[config.mk]
export PLATFORM = sky130hd
export DESIGN_NAME = tle_ram
export DESIGN_NICKNAME = d
export VERILOG_FILES = /design/src/hdl/tle_ram.sv
export SDC_FILE = /design/constraint.sdc
export NUM_CORES = 2
export LEC_CHECK = 0
export BUFFER_PORTS_ARGS = -buffer_cell sky130_fd_sc_hd__buf_2
export CAP_MARGIN = 10
export CORE_ASPECT_RATIO = 1.1
export CORE_MARGIN = 2
export CORE_UTILIZATION = 35
export DETAILED_ROUTE_END_ITERATION = 10
export SLEW_MARGIN = 0
export SYNTH_ARGS = -nofsm -noshare
export SYNTH_HDL_FRONTEND = slang
export SYNTH_SLANG_ARGS = --single-unit
[constraint.sdc]
create_clock -name clk -period 2.6 [get_ports clk]
set_input_delay 0.52 -clock clk [delete_from_list [all_inputs] [get_ports clk]]
set_output_delay 0.52 -clock clk [all_outputs]
set_load 0.005 [all_outputs]
[src/hdl/tle_ram.sv]
// Generic single-write, single-read RAM with registered read data.
// Depends on nothing.
module tle_ram #(
  parameter int unsigned WIDTH = 7,
  parameter int unsigned DEPTH = 512
) (
  input  logic                     clk,
  input  logic                     we,
  input  logic [$clog2(DEPTH)-1:0] waddr,
  input  logic [WIDTH-1:0]         wdata,
  input  logic [$clog2(DEPTH)-1:0] raddr,
  output logic [WIDTH-1:0]         rdata
);

  logic [WIDTH-1:0] mem [DEPTH];

  always_ff @(posedge clk) begin
    if (we) begin
      mem[waddr] <= wdata;
    end
    rdata <= mem[raddr];
  end

endmodule

==> flow_metrics.tcl <==
set metrics [dict create \
    cts_max_level 5 \
    hold_class "in2reg" \
    synth-edff-count 3584 \
    dp_hpwl_um 264000 \
    clk_pin_slew_worst_paths_ps 60 \
    multiInputGateArea_um2 30900 \
    hold_violations 0 \
    io_pins 34 \
    core_area_um2 402000 \
    ctsHoldBuffers 0 \
    final_util_pct 42.4 \
    drc_errors 0 \
    cts_sinks 3591 \
    root_buffer "clkbuf_16" \
    status "finished with violations" \
    worst_slack_ps -14.5 \
    min_period_ps 2610 \
    yosys_warnings 0 \
    synthArstFlopShare_pct 0 \
    endpoint "rdata[1]" \
    final_antenna_net_count 0 \
    die-area_um2 409000 \
    crit_type "in2reg" \
    die_h_um 670 \
    dp.cells 13600 \
    synth_fp_nets 7181 \
    grt_max_degree 104 \
    cts_buffers 347 \
    maxCapViolations 0 \
    tightest_slew_ps 946 \
    setup_viol 1 \
    grt_pass1_wl_um 564000 \
    fill_cells 34900 \
    clkLatencyLatePin_ps 920 \
    cp.arrival_ps 3390 \
    yosysTopAreaCellShare_pct 76.2 \
    ys_types 73 \
    crit_required_ps 3370 \
    path_max_fanout 19 \
    synth.area.top_cells "edfxtp_1, mux4_2, mux2i_1" \
    reg2reg_depth 10 \
    synth_area_um2 141000 \
    leakage_nw 56.6 \
    r2r_start "mem[487][1]" \
    antenna_found_initial 27 \
    ff_latch_area_um2 108000 \
    max_freq_mhz 382 \
    max_slew_margin_pct 36.9 \
    routed_wl_um 395000 \
    ys_ff_latch 3591 \
    place_area_um2 159000 \
    viasPerCell 5.44 \
    slew_violations 0 \
    crit_start "raddr[0]" \
    num_rows 244 \
    worst_setup_path_start_kind "primary input" \
    power_density_nw_per_um2 707 \
    final.period_utilization_pct 101 \
    crit_path_top_delay_cell "nor3_1" \
    violations "negative setup slack" \
    dr.pass1.iters 6 \
    io_buffer_count 33 \
    grt_pass1_vias 78300 \
    peakVddDrop_uv 576 \
    synth_area_leader_cell "edfxtp_1" \
    netlist_instances 7154 \
    crit_chain "buf_16 > buf_12 > buf_12 > buf_4 > mux2i_1 > o22ai_1 > nor3_1 > a2111oi_2 > buf_4 > nand4_1 > nand4_1 > buf_6 > nor4b_2" \
    postLayoutCellArea_um2 170000 \
    rrSetupSlack_ps 20 \
    final_nets 8645 \
    die_x_um 610 \
    postSynthAreaPerCell_um2 19.8 \
    r2r-end "rdata[1]" \
    track_usage_pct 18.8 \
    tritoncts "yes" \
    wl_per_cell_um 27.8 \
    grt_overflow 0 \
    place.gp.congestion 0.915 \
    start_util_pct 35.2 \
    cts.path.max_buffers 4 \
    vias 77200 \
    grt_setup_unrepaired "yes" \
    synth_flop_cell "edfxtp_1" \
    synthToLayoutAreaGrowth_pct 20.6 \
    final_cells 14200 \
    drive_above_1_share_pct 30.3 \
    synth-seq-area-share_pct 76.3 \
    max_stage_delay_ps 460 \
    drt-initial-drc-count 8901 \
    endpoint_kind "register" \
    fin_skew_ps 41.6 \
    hold_start "wdata[4]" \
]
synth_stat cells, drive strengths merged (4+ instances only):
master   count
or2          4
mux4       598
and2        10
a22oi       20
o221ai     196
a31oi       16
dfxtp        7
o31ai       24
or3          8
or4          8
o22a        11
o41ai        6
nand3       43
and3         7
nand2b      17
a211oi      14
mux2        23
a211o       13
buf        249
nor4        42
mux2i      643
nor3       124
o21ai       96
nor3b        8
nor2b       11
a2111oi     28
o32ai        7
and4         4
o22ai      213
nor2       584
a221oi      11
edfxtp    3584
nand2      140
a21oi       97
clkbuf     205
a2111o       7
nand4       35
inv          5
placed cells by master, fill, tap and decap left out, drive strengths merged, types with 8 or more instances in the layout:
| cell | instances |
|---|---|
| clkinv | 146 |
| or4 | 8 |
| nor3 | 124 |
| mux2i | 643 |
| nor2 | 584 |
| or3 | 8 |
| nand2b | 17 |
| a2111oi | 28 |
| o221ai | 196 |
| a31oi | 16 |
| and2 | 10 |
| a21oi | 97 |
| nor3b | 8 |
| o31ai | 24 |
| o22ai | 213 |
| mux4 | 598 |
| o21ai | 96 |
| a221oi | 11 |
| o22a | 11 |
| buf | 1567 |
| edfxtp | 3584 |
| diode | 18 |
| nor2b | 11 |
| clkinvlp | 10 |
| inv | 19 |
| nand4 | 35 |
| a211o | 13 |
| a211oi | 14 |
| clkbuf | 420 |
| nor4 | 42 |
| nand2 | 140 |
| mux2 | 23 |
| bufinv | 31 |
| nand3 | 43 |
| a22oi | 20 |
area by class of cell:
cell class,count,share of cell area [%]
tap,5289,3.88
antenna,18,0.0264
clock inverter,201,1.11
clock buffer,418,5.35
timing repair buffer,1569,8.26
inverter,5,0.0184
sequential,3591,63.2
multi-input combinational,3104,18.1
through the flow:
step                      setup WS [ps]  hold WS, ps  setup TNS [ps]  power, W
after detailed placement          -1130          969          -41080    0.0720
after CTS                         -2.52         9.56           -4.09     0.121
after global placement            -1130          975          -45450    0.0719
final                             -14.5         71.0           -14.5     0.120
after floorplan                    34.8          619               0    0.0681
after global routing              -34.5         28.0           -68.3     0.123
timing repair:
item                                   CTS  global route
cloned                                   0             1
setup endpoints to repair                7             7
gates resized for setup                 14            32
setup buffers                            0             4
pin swaps                                1            14
endpoints found under the hold margin    0             0
registers in the layout, summed over array words and instances, names as in the netlist:
name / cells
mem: 3584
rdata: 7
worst max-delay path: cells and delay by family:
kind	cells	cell delay, ps
AO/OA/AOI/OAI	2	220
buffers and inverters	6	1210
multiplexers	1	220
AND/OR/NAND/NOR	4	1120
metal layers:
metal	global-route usage (%)	vias to the layer above	part of all wire, %
li1	-	32600	-
met2	32.1	3237	50
met5	0	-	0.010
met4	6.95	6	3.8
met3	3.05	679	7.5
met1	24.2	40600	39
cell families (layout without fill, tap and decap cells):
logic type             Yosys count  count (layout)  synth area share, %
DFF                           3591            3591                 76.3
muxes                         1264            1264                 14.4
other                            0              18                    0
and+or+nand+nor               1061            1061                 3.35
buffers and inverters          459            2193                 2.13
AOI/OAI and AO/OA              779             779                 3.88
worst min-delay path by stage:
stage	end	slack (ps)	cells after the start
after floorplan	mem[0][0]	620	0
after global placement	mem[448][2]	980	1
after detailed placement	mem[255][4]	970	1
after CTS	mem[255][4]	10	1
after global routing	mem[255][4]	30	1
final	mem[255][4]	70	1
power by group:
group | leakage, nW | switching [W] | internal [W]
combinational | 19.0 | 0.00425 | 0.00274
sequential | 32.3 | 0.0000641 | 0.0637
clock | 5.37 | 0.0215 | 0.0281
total | 56.6 | 0.0258 | 0.0946
Power figures use the tool's default switching activity.
