File: src/hdl/tle_pkg.sv
// Shared types, codes and constants of the terminal line editor.
// Used by tle_esc, tle_mover and terminal_line_editor; depends on nothing.
package tle_pkg;

  localparam int unsigned LINE_DEPTH_DEF = 512;
  localparam int unsigned POS_W          = 9;
  localparam int unsigned CHAR_W         = 7;

  typedef logic [POS_W-1:0]  pos_t;
  typedef logic [CHAR_W-1:0] char_t;

  // Opcodes of an input beat.
  localparam logic [1:0] OP_KEY  = 2'd0;
  localparam logic [1:0] OP_READ = 2'd1;
  localparam logic [1:0] OP_NEW  = 2'd2;

  // Finish codes.
  localparam logic [2:0] FIN_EDIT  = 3'd0;
  localparam logic [2:0] FIN_ENTER = 3'd1;
  localparam logic [2:0] FIN_UP    = 3'd2;
  localparam logic [2:0] FIN_DOWN  = 3'd3;
  localparam logic [2:0] FIN_ABORT = 3'd4;

  // Configuration register indexes.
  localparam logic CFG_MAX_LENGTH = 1'b0;
  localparam logic CFG_VIEW_WIDTH = 1'b1;

  localparam pos_t MAX_LENGTH_RST = 9'd255;
  localparam pos_t VIEW_WIDTH_RST = 9'd70;

  // Control bytes.
  localparam logic [7:0] CH_NUL     = 8'h00;
  localparam logic [7:0] CH_HOME    = 8'h01;
  localparam logic [7:0] CH_RIGHT   = 8'h04;
  localparam logic [7:0] CH_END     = 8'h06;
  localparam logic [7:0] CH_DEL     = 8'h07;
  localparam logic [7:0] CH_BS      = 8'h08;
  localparam logic [7:0] CH_RETURN  = 8'h0d;
  localparam logic [7:0] CH_LEFT    = 8'h13;
  localparam logic [7:0] CH_TRUNC   = 8'h14;
  localparam logic [7:0] CH_INS     = 8'h16;
  localparam logic [7:0] CH_CLEAR_X = 8'h18;
  localparam logic [7:0] CH_CLEAR_Y = 8'h19;
  localparam logic [7:0] CH_ESC     = 8'h1b;
  localparam logic [7:0] CH_PRINT_LO = 8'd32;
  localparam logic [7:0] CH_PRINT_HI = 8'd126;
  localparam logic [7:0] CH_RUBOUT  = 8'h7f;

  // Escape sequence bytes.
  localparam logic [7:0] CH_BRACKET = 8'h5b;
  localparam logic [7:0] CH_TILDE   = 8'h7e;
  localparam logic [7:0] CH_DIGIT_0 = 8'h30;
  localparam logic [7:0] CH_DIGIT_9 = 8'h39;
  localparam logic [7:0] CH_KEY_A   = 8'h41;
  localparam logic [7:0] CH_KEY_B   = 8'h42;
  localparam logic [7:0] CH_KEY_C   = 8'h43;
  localparam logic [7:0] CH_KEY_D   = 8'h44;
  localparam logic [7:0] CH_KEY_F   = 8'h46;
  localparam logic [7:0] CH_KEY_H   = 8'h48;

  typedef enum logic [1:0] {
    ESC_IDLE,
    ESC_OPEN,
    ESC_BODY,
    ESC_TILDE
  } esc_phase_t;

  typedef enum logic [3:0] {
    KEY_NONE,
    KEY_CHAR,
    KEY_UP,
    KEY_DOWN,
    KEY_RIGHT,
    KEY_LEFT,
    KEY_HOME,
    KEY_END,
    KEY_INS,
    KEY_DEL
  } key_kind_t;

  typedef struct packed {
    key_kind_t  kind;
    logic [7:0] code;
  } key_t;

  // Block move request: count reads starting at first, stepping down or up.
  typedef struct packed {
    logic go;
    logic down;
    pos_t first;
    pos_t count;
  } move_cmd_t;

  typedef struct packed {
    logic  we;
    pos_t  waddr;
    char_t wdata;
    pos_t  raddr;
  } mem_req_t;

  typedef enum logic [2:0] {
    S_IDLE,
    S_READ,
    S_PRE,
    S_EDIT,
    S_MOVE,
    S_WRITE,
    S_FIT,
    S_DONE
  } ctl_state_t;

endpackage

File: src/hdl/tle_esc.sv
// Escape sequence decoder: turns raw terminal bytes into key codes.
// Depends on tle_pkg.
module tle_esc import tle_pkg::*; (
  input  logic       clk,
  input  logic       rst,
  input  logic       step,
  input  logic       clear,
  input  logic [7:0] key_byte,
  output key_t       key
);

  localparam logic [3:0] DIG_HOME = 4'd1;
  localparam logic [3:0] DIG_INS  = 4'd2;
  localparam logic [3:0] DIG_DEL  = 4'd3;
  localparam logic [3:0] DIG_END  = 4'd4;

  esc_phase_t phase, phase_next;
  logic       bracket, bracket_next;
  logic [3:0] digit, digit_next;

  always_ff @(posedge clk) begin
    if (rst || clear) begin
      phase   <= ESC_IDLE;
      bracket <= 1'b0;
      digit   <= '0;
    end else if (step) begin
      phase   <= phase_next;
      bracket <= bracket_next;
      digit   <= digit_next;
    end
  end

  always_comb begin
    phase_next   = phase;
    bracket_next = bracket;
    digit_next   = digit;
    key.kind     = KEY_NONE;
    key.code     = key_byte;
    case (phase)
      ESC_IDLE: begin
        if (key_byte == CH_ESC) begin
          phase_next = ESC_OPEN;
        end else begin
          key.kind = KEY_CHAR;
        end
      end
      ESC_OPEN: begin
        bracket_next = (key_byte == CH_BRACKET);
        phase_next   = ESC_BODY;
      end
      ESC_BODY: begin
        phase_next = ESC_IDLE;
        if (bracket) begin
          if (key_byte >= CH_DIGIT_0 && key_byte <= CH_DIGIT_9) begin
            digit_next = 4'(key_byte - CH_DIGIT_0);
            phase_next = ESC_TILDE;
          end else begin
            case (key_byte)
              CH_KEY_A: key.kind = KEY_UP;
              CH_KEY_B: key.kind = KEY_DOWN;
              CH_KEY_C: key.kind = KEY_RIGHT;
              CH_KEY_D: key.kind = KEY_LEFT;
              CH_KEY_H: key.kind = KEY_HOME;
              CH_KEY_F: key.kind = KEY_END;
              default:  key.kind = KEY_NONE;
            endcase
          end
        end
      end
      ESC_TILDE: begin
        phase_next = ESC_IDLE;
        if (key_byte == CH_TILDE) begin
          case (digit)
            DIG_HOME: key.kind = KEY_HOME;
            DIG_INS:  key.kind = KEY_INS;
            DIG_DEL:  key.kind = KEY_DEL;
            DIG_END:  key.kind = KEY_END;
            default:  key.kind = KEY_NONE;
          endcase
        end
      end
      default: phase_next = ESC_IDLE;
    endcase
  end

endmodule

File: config.mk
export PLATFORM = sky130hd
export DESIGN_NAME = tle_esc
export DESIGN_NICKNAME = d
export VERILOG_FILES = /design/src/hdl/tle_pkg.sv /design/src/hdl/tle_esc.sv
export SDC_FILE = /design/constraint.sdc
export NUM_CORES = 1
export LEC_CHECK = 0
export BUFFER_PORTS_ARGS = -buffer_cell sky130_fd_sc_hd__buf_2
export CORE_MARGIN = 4
export CORE_UTILIZATION = 43
export DETAILED_ROUTE_END_ITERATION = 8
export PLACE_DENSITY = 0.82
export SYNTH_ARGS = -nofsm -noshare
export SYNTH_HDL_FRONTEND = slang
export SYNTH_SLANG_ARGS = --single-unit
File: constraint.sdc
create_clock -name clk -period 1.6 [get_ports clk]
set_clock_uncertainty 0.2 [all_clocks]
set_input_delay 0.32 -clock clk [delete_from_list [all_inputs] [get_ports clk]]
set_output_delay 0.32 -clock clk [all_outputs]
set_load 0.02 [all_outputs]
==> flow_summary.yaml <==
final_layout:
  fillers: 126
  fin_cells: 126
  mostFrequentLayoutCells: "buf_2, buf_4, a21oi_1, nand4_1, o31ai_1"
  drive_gt1_share_pct: 44.14
  area_growth_pct: 35.76
  num_antenna_cells: 0
  final_area_sq_um: 888.4
  nets: 124
power:
  p_leak_nw: 0.3392
  ir_drop_uv: 296.0
  powerDensity_nw_per_um2: 500.5
drt:
  via_per_inst: 6.190
  drc: 0
  final_antenna_net_count: 0
  vias: 780
  drt-wirelength-per-cell_um: 14.94
  wl_mm: 1.882
  drtIter0Drc: 14
  drt_pass1_iterations: 4
grt:
  antenna_found_initial: 0
  grt_first_pass_wirelength_mm: 2.953
  track_usage_pct: 18.79
  grt_pass1_vias: 713
  grt_max_degree: 13
  overflow: 0
worst_setup_path:
  end_kind: "primary output"
  crit_type: "flip-flop to primary output"
  critPathRequiredTime_ns: 1.08
  r2r_setup_slack_ns: 0.13
  cp_max_fo: 4
  r2r_cells: 5
  cp-start-kind: "flip-flop"
  crit_arrival_ns: 1.60
yosys:
  yosysUniqueCellTypes: 32
  synthAdderAreaFrac_pct: 0
  synth_nets: 95
  synth-simple-area-share_pct: 38.24
  yosys_warnings: 0
  synth.avg_cell_area_sq_um: 7.884
  synth.cell_area_sq_um: 654.4
  synth-seq-cells: 7
  synthXorXnorAreaFrac_pct: 1.338
  synth_top_family_by_area: "simple AND/OR/NAND/NOR gates"
  synth_compound_area_share_pct: 25.81
  muxShareOfSynthArea_pct: 0
  syn_inst: 83
  ys_seq_area_share_pct: 21.41
sta:
  max_freq_mhz: 471.6
  tightest_slew_ns: 0.4153
  rsz0062_at_grt: "yes"
  finalMaxSlewViolations: 0
  max_slew_margin_pct: 72.02
  finalCritPeriodShare_pct: 132.5
  final.setup.worst_slack_ns: -0.5205
  hold_viol: 0
  setup_violations: 4
  post-route-min-period_ns: 2.120
placement:
  dp_hpwl_mm: 1.489
  dp_cells: 121
  place_ws_ns: -0.4368
  port_buffers: 23
  dpl_cell_area_sq_um: 813.3
  place_congestion: 0.8147
cts:
  cts_max_level: 1
  cts_buffers: 3
  clock_sinks: 7
  postCtsHoldBufs: 0
  cts_tree: "done"
  cts_buffer_depth: 2
  clkSlewWorstSetupHoldPaths_ns: 0.05
  cts_root_buf: "clkbuf_4"
  clock_latency_ns: 0.25
hold_path:
  holdPathStages: 3
  min_path_type: "input port to flip-flop"
die:
  num_io_pins: 24
  die-width_um: 47.01
  core.rowCount: 13
  die_h_um: 47.01
  start_util_pct: 47.89
  die-area_sq_um: 2210
  core-area_sq_um: 1366
outcome:
  violations: "negative setup slack"
  status: "finished, violations left"
job:
  maxCapViolCount: 0
## state kept, by name, summed over array words and instances (netlist names)
name and flops:
bracket 1, digit 4, phase 2
## synth_stat cells
cell / number / area, sq um
and4b_1: 1 / 10.01
and3b_1: 1 / 8.760
nand4bb_1: 2 / 22.52
and2_1: 1 / 6.260
buf_4: 8 / 60.06
o21a_1: 2 / 15.01
o31ai_1: 6 / 45.04
inv_1: 1 / 3.750
nor3b_1: 3 / 22.52
and2b_1: 1 / 7.510
clkbuf_1: 6 / 22.52
a21oi_1: 8 / 40.04
o21ai_0: 4 / 20.02
a211oi_2: 1 / 12.51
nor2b_1: 3 / 18.77
nor4bb_1: 3 / 30.03
xor2_1: 1 / 8.760
nand4b_1: 2 / 17.52
nand4_1: 6 / 37.54
o2111ai_1: 1 / 8.760
nand2_1: 2 / 7.510
nor2_1: 2 / 7.510
dfxtp_1: 7 / 140.1
nor4b_1: 1 / 8.760
nand2b_1: 2 / 12.51
or2_2: 1 / 6.260
a211oi_1: 1 / 7.510
or4_4: 1 / 11.26
o22ai_1: 2 / 12.51
or4b_1: 1 / 10.01
nand3_1: 1 / 5.000
o211ai_1: 1 / 7.510
## routing by layer
layer	track usage (%)	part of all wire, %	vias to the layer above	wire, um
li1	-	-	372	-
met1	21.51	38	362	712
met2	33.60	50	42	939
met3	1.916	10	4	189
met4	10.50	2.1	0	40
met5	0	0	-	0
## final cells by class
class                   count  area, sq um  share of cell area [%]
well taps                  15        18.77                   2.113
repair buffers             38        237.7                   26.76
clock buffers               4        26.28                   2.958
inverters                   1        3.754                  0.4225
flip-flops and latches      7        146.4                   16.48
multi-input cells          61        455.4                   51.27
## critical path, cell delays in order (launching register included)
cell	delay, ns
dfxtp_2	0.31
nand4bb_1	0.16
or4_4	0.51
o211ai_1	0.20
buf_4	0.17
## kinds of logic (layout without fill, tap and decap cells)
| logic type | count (synthesis) | in the layout |
|---|---|---|
| XOR/XNOR | 1 | 1 |
| flip-flops | 7 | 7 |
| buffers and inverters | 15 | 43 |
| AO/OA/AOI/OAI | 26 | 26 |
| AND/OR/NAND/NOR | 34 | 34 |
## metrics by stage
step                setup TNS, ns  hold slack, ns  util (%)  power (W)
finish                     -1.941          0.2001     65.02  0.0004446
CTS                        -2.038          0.1954     62.91  0.0004519
floorplan                  -1.029          0.2397         -  0.0002456
detailed placement         -1.645          0.2644     59.52  0.0002875
global placement           -1.432          0.2578     59.52  0.0002843
global route               -2.163          0.2135     65.02  0.0004704
## path summary, 6_finish.rpt
| check | startpoint | end |
|---|---|---|
| setup / recovery | digit[3] | key[8] |
| hold / removal | rst | phase[0] |
| setup reg to reg | bracket | phase[0] |
| hold reg to reg | digit[3] | digit[3] |
## power breakdown
| group | internal [W] | switching (W) |
|---|---|---|
| registers | 0.000173 | 0.0000000402 |
| logic | 0.0000474 | 0.0000648 |
| clock network | 0.0000951 | 0.0000644 |
## repair_timing
item                                    4_1_cts  5_1_grt
pin swaps                                     0        5
setup buffers                                 1        1
endpoints found under the setup margin        4       10
resized for setup                             5        5
No activity file was read; power rests on OpenSTA's default activity.
