**src/hdl/tle_pkg.sv**
```systemverilog
// Shared types, codes and constants of the terminal line editor.
// Used by tle_esc, tle_mover and terminal_line_editor; depends on nothing.
package tle_pkg;

  localparam int unsigned LINE_DEPTH_DEF = 512;
  localparam int unsigned POS_W          = 9;
  localparam int unsigned CHAR_W         = 7;

  typedef logic [POS_W-1:0]  pos_t;
  typedef logic [CHAR_W-1:0] char_t;

  // Opcodes of an input beat.
  localparam logic [1:0] OP_KEY  = 2'd0;
  localparam logic [1:0] OP_READ = 2'd1;
  localparam logic [1:0] OP_NEW  = 2'd2;

  // Finish codes.
  localparam logic [2:0] FIN_EDIT  = 3'd0;
  localparam logic [2:0] FIN_ENTER = 3'd1;
  localparam logic [2:0] FIN_UP    = 3'd2;
  localparam logic [2:0] FIN_DOWN  = 3'd3;
  localparam logic [2:0] FIN_ABORT = 3'd4;

  // Configuration register indexes.
  localparam logic CFG_MAX_LENGTH = 1'b0;
  localparam logic CFG_VIEW_WIDTH = 1'b1;

  localparam pos_t MAX_LENGTH_RST = 9'd255;
  localparam pos_t VIEW_WIDTH_RST = 9'd70;

  // Control bytes.
  localparam logic [7:0] CH_NUL     = 8'h00;
  localparam logic [7:0] CH_HOME    = 8'h01;
  localparam logic [7:0] CH_RIGHT   = 8'h04;
  localparam logic [7:0] CH_END     = 8'h06;
  localparam logic [7:0] CH_DEL     = 8'h07;
  localparam logic [7:0] CH_BS      = 8'h08;
  localparam logic [7:0] CH_RETURN  = 8'h0d;
  localparam logic [7:0] CH_LEFT    = 8'h13;
  localparam logic [7:0] CH_TRUNC   = 8'h14;
  localparam logic [7:0] CH_INS     = 8'h16;
  localparam logic [7:0] CH_CLEAR_X = 8'h18;
  localparam logic [7:0] CH_CLEAR_Y = 8'h19;
  localparam logic [7:0] CH_ESC     = 8'h1b;
  localparam logic [7:0] CH_PRINT_LO = 8'd32;
  localparam logic [7:0] CH_PRINT_HI = 8'd126;
  localparam logic [7:0] CH_RUBOUT  = 8'h7f;

  // Escape sequence bytes.
  localparam logic [7:0] CH_BRACKET = 8'h5b;
  localparam logic [7:0] CH_TILDE   = 8'h7e;
  localparam logic [7:0] CH_DIGIT_0 = 8'h30;
  localparam logic [7:0] CH_DIGIT_9 = 8'h39;
  localparam logic [7:0] CH_KEY_A   = 8'h41;
  localparam logic [7:0] CH_KEY_B   = 8'h42;
  localparam logic [7:0] CH_KEY_C   = 8'h43;
  localparam logic [7:0] CH_KEY_D   = 8'h44;
  localparam logic [7:0] CH_KEY_F   = 8'h46;
  localparam logic [7:0] CH_KEY_H   = 8'h48;

  typedef enum logic [1:0] {
    ESC_IDLE,
    ESC_OPEN,
    ESC_BODY,
    ESC_TILDE
  } esc_phase_t;

  typedef enum logic [3:0] {
    KEY_NONE,
    KEY_CHAR,
    KEY_UP,
    KEY_DOWN,
    KEY_RIGHT,
    KEY_LEFT,
    KEY_HOME,
    KEY_END,
    KEY_INS,
    KEY_DEL
  } key_kind_t;

  typedef struct packed {
    key_kind_t  kind;
    logic [7:0] code;
  } key_t;

  // Block move request: count reads starting at first, stepping down or up.
  typedef struct packed {
    logic go;
    logic down;
    pos_t first;
    pos_t count;
  } move_cmd_t;

  typedef struct packed {
    logic  we;
    pos_t  waddr;
    char_t wdata;
    pos_t  raddr;
  } mem_req_t;

  typedef enum logic [2:0] {
    S_IDLE,
    S_READ,
    S_PRE,
    S_EDIT,
    S_MOVE,
    S_WRITE,
    S_FIT,
    S_DONE
  } ctl_state_t;

endpackage

```
**src/hdl/tle_mover.sv**
```systemverilog
// Block mover: shifts a run of line store entries by one place, one per cycle.
// Depends on tle_pkg; drives the RAM through a mem_req_t.
module tle_mover import tle_pkg::*; (
  input  logic      clk,
  input  logic      rst,
  input  move_cmd_t cmd,
  input  char_t     rdata,
  output mem_req_t  req,
  output logic      busy
);

  pos_t remain;
  pos_t raddr;
  pos_t waddr;
  logic down;
  logic pend;

  // Read one entry a cycle; write it in the following cycle, one place up or down.
  always_ff @(posedge clk) begin
    if (rst) begin
      remain <= '0;
      pend   <= 1'b0;
    end else if (cmd.go) begin
      remain <= cmd.count;
      pend   <= 1'b0;
    end else begin
      pend <= (remain != '0);
      if (remain != '0) begin
        remain <= remain - 1'b1;
      end
    end
  end

  always_ff @(posedge clk) begin
    if (cmd.go) begin
      raddr <= cmd.first;
      down  <= cmd.down;
    end else if (remain != '0) begin
      raddr <= down ? raddr - 1'b1 : raddr + 1'b1;
      waddr <= down ? raddr + 1'b1 : raddr - 1'b1;
    end
  end

  assign req.we    = pend;
  assign req.waddr = waddr;
  assign req.wdata = rdata;
  assign req.raddr = raddr;
  assign busy      = (remain != '0) || pend;

endmodule

```
**config.mk**
```make
export PLATFORM = sky130hd
export DESIGN_NAME = tle_mover
export DESIGN_NICKNAME = d
export VERILOG_FILES = /design/src/hdl/tle_pkg.sv /design/src/hdl/tle_mover.sv
export SDC_FILE = /design/constraint.sdc
export NUM_CORES = 1
export LEC_CHECK = 0
export ABC_AREA = 1
export ABC_CLOCK_PERIOD_IN_PS = 3300
export CAP_MARGIN = 5
export CORE_UTILIZATION = 25
export DETAILED_ROUTE_END_ITERATION = 10
export DONT_BUFFER_PORTS = 1
export SYNTH_ARGS = -nofsm -noshare
export SYNTH_HDL_FRONTEND = slang
export SYNTH_SLANG_ARGS = --single-unit
```
**constraint.sdc**
```tcl
create_clock -name clk -period 3.3 [get_ports clk]
set_clock_uncertainty 0.1 [all_clocks]
set_input_delay 0.495 -clock clk [delete_from_list [all_inputs] [get_ports clk]]
set_output_delay 0.495 -clock clk [all_outputs]
set_load 0.02 [all_outputs]
```
==> summary.md, run 1 <==
| Metric | Value |
|---|---|
| Outcome | finished clean |
| Number of levels the H-tree was split into | 2 |
| Worst IR Drop VDD | roughly 0.21 mV |
| Quantity of hold-fixing buffers added after cts | 0 |
| Fin. max-slew vios | 0 |
| Worst hold path type | input pin to register |
| Pin count of the biggest net entering global routing | 25 |
| Aggregate negative setup slack | 0 ns |
| Number of different library cells in the post-synthesis netlist | 32 |
| Sequential cell area fraction in the yosys report | between 40 and 50% |
| Number of diodes added for antenna fixing | 0 |
| Die Width | 88.9 um |
| Required time worst endpoint | 2.70 ns |
| Cell area after synthesis | approximately 1900 um2 |
| CTS tree | yes |
| CP cell instances | inv_1, ha_1, nand2_4, nor2_4, nand2_1, or2_1 |
| Clock tree sinks | 29 |
| Flip-flop cell with the highest count after synthesis | edfxtp_1 |
| Routed via count | between 1500 and 2000 |
| Number of setup violations in the final report | 0 |
| Reported net switching power | between 0.4 and 0.5 mW |
| Number of stages on the worst hold path | 1 |
| Shortest clock period the worst path allows after layout | roughly 2.3 ns |
| Core area | approximately 7300 um2 |
| Input/output buffers | 0 |
| Max Clk Rate | between 0.4 and 0.5 GHz |
| Crit path DAT | roughly 1.7 ns |
| Total congestion overflow | 0 |
| Number of register bits inferred by synthesis | 29 |
| Max capacitance violation total | 0 |
| Average routed wire per standard cell | ~13 um |
| Largest incremental delay on the critical path | between 0.3 and 0.4 ns |
| Share of the clock period used by the worst path | between 60 and 70% |
| Clock-pin slew of the registers on the worst-case setup and hold paths | roughly 0.060 ns |
| Area contributors post-synth | edfxtp_1 (30%), nand2_1 (14%), dfxtp_1 (11%) |
| Height of the chip | just under 90 um |
| Wirelength, routed | 4290 um |
| Cell type with the highest aggregate area in the netlist | edfxtp_1 |
| Internal power | a little over 0.7 mW |
| Number of global-route vias before repair | 1394 |
| Share of flip-flops with an asynchronous set or reset after synthesis | 0% |
| Worst Max-Slew Pin Slew | between 0.5 and 0.6 ns |
| P&R area growth vs syn | 4.17% |
| Worst R2R Start | raddr[0]$_DFFE_PP_ |
| Commonest cells after routing, fill and taps aside | nand2_1 (72), nand3_1 (36), inv_1 (27) |
| Cell with the largest stage delay on the worst path | ha_1 |
| Maximum net fanout on the critical path | 5 |
| PD cells | between 500 and 600 nW/um2 |
| Worst setup path start | remain[0]$_SDFFE_PP0P_ |
| Critical path launch point type | register |
| Cts repair resizes | 0 |
| Worst-case reg-to-reg path depth | 8 |
| Cell leakage power | approximately 0.87 nW |
| Number of enable-type register cells in the synthesized netlist | 19 |
| Share of post-route cells with drive strength above 1 | under 10% |
| Worst-case headroom to the max-slew limit | a little under two thirds |
| Share of the synthesized area in the top cell type | ~30% |
| Number of antenna violations at the first check in global routing | 0 |
| Syn. warnings | 0 |
| Critical path endpoint category | primary output |
| DRC viols | 0 |
| Net count after synthesis | between 200 and 300 |
| Reg2Reg Setup Slack | roughly 1.4 ns |
| Root cell of the clock tree | clkbuf_8 |
| Wire length of the first global-routing pass | between 6000 and 7000 um |
| Most common library cell in the layout ignoring fill and taps | nand2_1 |
| Unrepaired setup endpoints after global routing | false |
| Average cell area after synthesis | roughly 7.6 um2 |
| Aggregate global-route resource usage | between 10 and 15% |
| Worst hold path startpoint | rst |
| Via-to-Cell Ratio | about 4.6 |
| Synthesized instance count | 250 |
| Relative contribution of sequential cells to total power | between 50% and 60% |
| Detail Route Antenna Nets | 0 |
| Critical setup path kind | register to primary output |
| Clock Power Share | 24.0% |
| Number of detailed-routing iterations run before antenna repair | 5 |
| Util after Layout | 27.0% |
| Clock latency on the worst-skew pair | approximately 0.28 ns |
| Starting Density | about a quarter |
| DR iter-0 viols | 116 |
| Number of setup buffers added after CTS | 0 |
| Number of endpoints with negative hold slack in the final report | 0 |
| CTS buffer count | 5 |
| Number of nets in the layout | 272 |
| Fraction of power spent switching nets | a little under two fifths |
| Post-DP HPWL | 3270 um |
| Longest Clk Path Bufs | 2 |
| Number of rows created at floorplan | 31 |
| Total I/O pin count | 56 |
| Routability congestion estimate | around 0.87 |
| Floorplan die area | approximately 7900 um2 |
| Part of the power in combinational logic | about 25% |
==> cells in the mapped netlist (2+ instances only) <==
cell and n:
ha_1 3, inv_1 27, xnor2_1 3, nor2_1 16, buf_4 8, nor2_2 4, nand2_1 72, edfxtp_1 19
o21a_1 4, o21ai_0 13, nor2_4 2, a21boi_0 2, a21oi_1 3, dfxtp_1 10, buf_2 4, nand3_1 36
nor3_1 3, nand4_1 5, xor2_1 2, buf_6 2
==> cell type report <==
class / count / area, um2
inverter: 27 / 101
sequential: 29 / 771
multi-input combinational: 177 / 892
fill: 837 / 5320
clock buffer: 8 / 80.1
tap: 99 / 124
==> path summary, 6_finish.rpt <==
| check | to |
|---|---|
| hold / removal | remain[6]$_SDFFE_PP0P_ |
| hold reg to reg | remain[8]$_SDFFE_PP0P_ |
| setup / recovery | busy |
| setup reg to reg | raddr[8]$_DFFE_PP_ |
==> cells by family after synthesis <==
| kind of cell | after synthesis | synth area share (%) |
|---|---|---|
| simple gates | 143 | 34.6 |
| buf+inv | 44 | 12.0 |
| flops | 29 | 40.8 |
| compound gates | 25 | 7.81 |
| xor+xnor | 5 | 2.32 |
| fa+ha+maj | 3 | 1.99 |
| mux | 1 | 0.530 |
==> registers in the layout (all words and copies together), names as in the netlist <==
register and flops:
raddr 9, down 1, pend 1, remain 9, waddr 9
==> routing by layer <==
layer | wire, um | global-route usage (%)
met3 | 453 | 5.36
met5 | 0 | 0
met4 | 48 | 4.76
met1 | 1730 | 12.2
met2 | 2060 | 18.9
==> power groups by stage <==
stage	Combinational [mW]	Clock (mW)	Sequential, mW
floorplan	0.284	0	0.560
global placement	0.284	0	0.596
detailed placement	0.287	0	0.597
CTS	0.290	0.291	0.590
global route	0.330	0.306	0.597
finish	0.290	0.277	0.587
==> metrics by stage <==
step                hold slack, ns  setup slack (ns)  std cells  instance area [um2]  power, mW
global placement             0.373              1.35        332                 1890      0.880
floorplan                    0.347              1.45        250                 1890      0.844
detailed placement           0.368              1.30        332                 1890      0.885
CTS                          0.166             0.989        340                 1970       1.17
finish                       0.178              1.01        340                 1970       1.15
global route                 0.162             0.869        340                 1970       1.23
==> worst max-delay path, delay by kind of cell, from the launching register on <==
family / cells / cell delay (ns)
fa+ha+maj: 1 / 0.33
buf+inv: 1 / 0.13
flops: 1 / 0.32
simple gates: 4 / 0.65
(Power assumes the default switching activity.)
==> run 2, diff against run 1 <==
--- a/config.mk
+++ b/config.mk
@@ -5,8 +5,8 @@
 export SDC_FILE = /design/constraint.sdc
 export NUM_CORES = 1
 export LEC_CHECK = 0
-export ABC_AREA = 1
-export ABC_CLOCK_PERIOD_IN_PS = 3300
+export ABC_AREA = 0
+export ABC_CLOCK_PERIOD_IN_PS = 1900
 export CAP_MARGIN = 5
 export CORE_UTILIZATION = 25
 export DETAILED_ROUTE_END_ITERATION = 10
==> constraint.sdc (replaced) <==
create_clock -name clk -period 1.9 [get_ports clk]
set_clock_uncertainty 0.1 [all_clocks]
set_input_delay 0.285 -clock clk [delete_from_list [all_inputs] [get_ports clk]]
set_output_delay 0.285 -clock clk [all_outputs]
set_load 0.02 [all_outputs]
==> run 2 against run 1 <==
  * Combinational power rose to 2.6 times the previous value
  * Flip-flop and latch count unchanged
  * First-iteration DRC count down 59%
  * Synthesized cell count down 27%
  * Final cell count down 17%
  * Sequential power up 64%
  * Routed wire length down 3.6%
  * The run now ends with negative setup slack left
  * Clock power up 73%
  * Highest routed layer unchanged
  * Register-to-register slack worse by 1.5 ns
  * Core utilization up 4.9 points
  * Largest power group unchanged
  * Critical endpoint is now raddr[6]$_DFFE_PP_
  * Worst setup slack worse by 1.1 ns
==> summary.md, run 2 <==
| Metric | Value |
|---|---|
| Outcome | finished, violations left |
| Failing checks | negative setup slack |
| Commonest cells after routing, fill and taps aside | buf_4 (27), edfxtp_1 (19), nand2_1 (16) |
| Internal power | 1.44 mW (+100%) |
| Synthesized-area fraction occupied by ao, oa, aoi and oai cells | 12.3% (+4.5 points) |
| Wire length of the first global-routing pass | 6340 um (-4.1%) |
| Relative contribution of sequential cells to total power | 43.8% (-7.1 points) |
| Part of the power in combinational logic | 34.5% (+9.4 points) |
| Number of nets in the layout | 234 (-14%) |
| Commonest cells in the synthesized netlist | edfxtp_1 (19), nand2_1 (16), nor2_1 (11) |
| Post-DP HPWL | 2830 um (-13%) |
| Number of rows created at floorplan | 30 (-3.2%) |
| Wirelength, routed | 4140 um (-3.6%) |
| Adder and majority cell fraction of the synthesized area | 2.15% (+0.17 points) |
| Simple-gate portion of the synthesized area | 22.8% (-12 points) |
| Area taken by multi-input logic gates | 902 um2 (+1.1%) |
| Floorplan die area | 7310 um2 (-7.6%) |
| Share of the clock period used by the worst path | 105% |
| Unrepaired setup endpoints after global routing | true |
| Number of levels the H-tree was split into | 2 (unchanged) |
| Net count after synthesis | 214 (-24%) |
| Detail Route Antenna Nets | 0 (unchanged) |
| Share of post-route cells with drive strength above 1 | 27.2% (+21 points) |
| Worst-case headroom to the max-slew limit | 65.1% (+1.3 points) |
| Syn. warnings | 0 (unchanged) |
| Core area | 6760 um2 (-7.3%) |
| Portion of netlist area occupied by mux cells | 2.30% (+1.8 points) |
| Die Width | 85.5 um (-3.9%) |
| Height of the chip | 85.5 um (-3.9%) |
| Reported net switching power | 0.761 mW (+75%) |
| Most common library cell in the layout ignoring fill and taps | buf_4 |
| Hold slack | 0.0394 ns (-0.139 ns) |
| Critical path launch point type | register |
| Number of register bits inferred by synthesis | 29 (unchanged) |
| Flip-flop cell with the highest count after synthesis | edfxtp_1 |
| Max Clk Rate | between 0.5 and 0.6 GHz |
| DR iter-0 viols | 47 (-59%) |
| Share of flip-flops with an asynchronous set or reset after synthesis | 0% (unchanged) |
| Number of global-route vias before repair | 1293 (-7.2%) |
| Number of detailed-routing iterations run before antenna repair | 6 (+1) |
| DRC viols | 0 (unchanged) |
| Routed via count | 1392 (-10%) |
| Number of diodes added for antenna fixing | 0 (unchanged) |
| Clock latency on the worst-skew pair | 0.28 ns (about the same) |
| Number of enable-type register cells in the synthesized netlist | 19 (unchanged) |
| Average cell area after synthesis | 9.58 um2 (+27%) |
| Total congestion overflow | 0 (unchanged) |
| Sequential cell area fraction in the yosys report | 44.2% (+3.4 points) |
| Top-count cell post-synth | edfxtp_1 |
| Crit path DAT | 1.94 ns (+0.24 ns) |
| Clock-pin slew of the registers on the worst-case setup and hold paths | 0.06 ns (about the same) |
| Critical setup path kind | register to register |
| Cell leakage power | 0.805 nW (-7.1%) |
| # fillers | 713 (-15%) |
| Clock tree sinks | 29 (unchanged) |
| Maximum net fanout on the critical path | 4 (-1) |
| Cell area after synthesis | 1740 um2 (-7.7%) |
| Fraction of power spent switching nets | 34.5% (-3.1 points) |
| P&R area growth vs syn | 23.5% |
| Main combinational cell family by area after synthesis | simple AND/OR/NAND/NOR gates |
| Total I/O pin count | 56 (unchanged) |
| Post-placement setup slack | -0.0712 ns (-1.37 ns) |
| Final WS setup | -0.0952 ns (-1.10 ns) |
| PD cells | 1020 nW/um2 (+75%) |
| Root cell of the clock tree | clkbuf_8 |
| Input/output buffers | 0 (unchanged) |
| Shortest clock period the worst path allows after layout | ~2.0 ns |
| Number of setup violations in the final report | 5 (+5) |
| Worst hold path type | input pin to register |
| Cell type with the highest aggregate area in the netlist | edfxtp_1 |
| Longest Clk Path Bufs | 2 (unchanged) |
| Register Area | 773 um2 (+0.32%) |
| Starting Density | 25.8% (-0.11 points) |
| Worst IR Drop VDD | 0.335 mV (+58%) |
| Pin count of the biggest net entering global routing | 39 (+56%) |
| Number of different library cells in the post-synthesis netlist | 42 (+31%) |
| Number of antenna violations at the first check in global routing | 0 (unchanged) |
| Number of endpoints with negative hold slack in the final report | 0 (unchanged) |
| XOR/XNOR Fraction of Synth Area | 8.04% (+5.7 points) |
| Clock Power Share | 21.8% (-2.2 points) |
| CTS tree | yes |
| Util after Layout | 31.9% (+4.9 points) |
| Aggregate negative setup slack | -0.256 ns (-0.256 ns) |
| Max capacitance violation total | 0 (unchanged) |
| Aggregate global-route resource usage | 11.4% (+0.15 points) |
| Required time worst endpoint | 1.84 ns (-0.86 ns) |
| Area contributors post-synth | edfxtp_1 (33%), dfxtp_1 (11%), xnor2_1 (4.5%) |
| Share of the synthesized area in the top cell type | 32.7% (+2.5 points) |
| Fin. max-slew vios | 0 (unchanged) |
| Via-to-Cell Ratio | 4.94 (+8.3%) |
| Routability congestion estimate | 0.826 (-4.8%) |
| Synthesized instance count | 182 (-27%) |
| Critical path endpoint category | register |
| Top Registers | raddr: 9 flops, remain: 9 flops, waddr: 9 flops |
| Worst Max-Slew Pin Slew | 0.523 ns (-0.0183 ns) |
| Average routed wire per standard cell | 14.7 um (+16%) |
| CTS buffer count | 5 (unchanged) |
-- run 2: changes by cell type in the layout (fill, tap and decap cells not counted), sizes merged, moves of 5 or more --
cell | before | now
nand3 | 37 | 5
nor4 | 0 | 7
xnor2 | 3 | 9
inv | 27 | 10
nand2 | 74 | 16
nand2b | 0 | 5
o21ai | 14 | 8
nor2 | 22 | 11
buf | 0 | 29
xor2 | 2 | 7
-- run 2: routing by layer --
| metal | GRT usage, % | up-vias | share of wire, % |
|---|---|---|---|
| li1 | - | 684 | - |
| met1 | 12.6 | 659 | 42 |
| met2 | 19.5 | 44 | 52 |
| met3 | 4.33 | 5 | 5.1 |
| met4 | 5.00 | 0 | 1.2 |
| met5 | 0 | - | 0 |
-- run 2: repair_timing --
| action | CTS | global route |
|---|---|---|
| hold buffers | 3 | 0 |
| setup endpoints to repair | 6 | 8 |
| hold endpoints to repair | 9 | 0 |
| setup buffers | 2 | 5 |
| gates resized for setup | 14 | 4 |
| pin swaps | 5 | 3 |
-- run 2: layout make-up --
type	instances	area share, %
multi-input cells	124	41.9
flip-flops and latches	29	35.9
repair buffers	32	12.3
well taps	80	4.65
clock buffers	6	3.37
inverters	10	1.74
clock inverters	1	0.174
-- run 2: kinds of logic (layout without fill, tap and decap cells) --
| logic type | count (synthesis) | in the layout |
|---|---|---|
| AO/OA/AOI/OAI | 31 | 31 |
| XOR/XNOR | 16 | 16 |
| adder cells (fa/ha/maj) | 3 | 3 |
| buffers and inverters | 29 | 49 |
| flip-flops | 29 | 29 |
| multiplexers | 4 | 4 |
| AND/OR/NAND/NOR | 70 | 70 |
-- run 2: critical path: stages (launching register included) --
cell,delay (ns)
edfxtp_1,0.43
inv_2,0.09
ha_4,0.13
or4b_4,0.50
o32ai_2,0.28
xnor2_1,0.15
o21ai_1,0.07
-- run 2: per-stage QoR --
stage	total power [mW]	instance area, um2	instances
3_3_place_gp	1.63	1920	265
5_1_grt	2.34	2150	282
6_report	2.20	2150	282
4_1_cts	2.21	2100	277
3_5_place_dp	1.64	1920	265
2_1_floorplan	1.44	1750	182
-- run 2: path summary, 6_finish.rpt --
kind                               start                endpoint  slack (ns)  cells after the start
setup reg to reg      raddr[0]$_DFFE_PP_      raddr[6]$_DFFE_PP_        -0.1                      6
hold / removal                    cmd[2]  remain[2]$_SDFFE_PP0P_        0.04                      2
setup / recovery      raddr[0]$_DFFE_PP_      raddr[6]$_DFFE_PP_        -0.1                      6
hold reg to reg   remain[8]$_SDFFE_PP0P_  remain[8]$_SDFFE_PP0P_        0.48                      3
-- run 2: power groups by stage --
| stage | registers, mW | clock network (mW) | logic (mW) |
|---|---|---|---|
| 6_report | 0.965 | 0.479 | 0.759 |
| 5_1_grt | 0.984 | 0.530 | 0.827 |
| 4_1_cts | 0.963 | 0.509 | 0.734 |
| 3_5_place_dp | 0.976 | 0 | 0.665 |
| 3_3_place_gp | 0.976 | 0 | 0.659 |
| 2_1_floorplan | 1.01 | 0 | 0.429 |
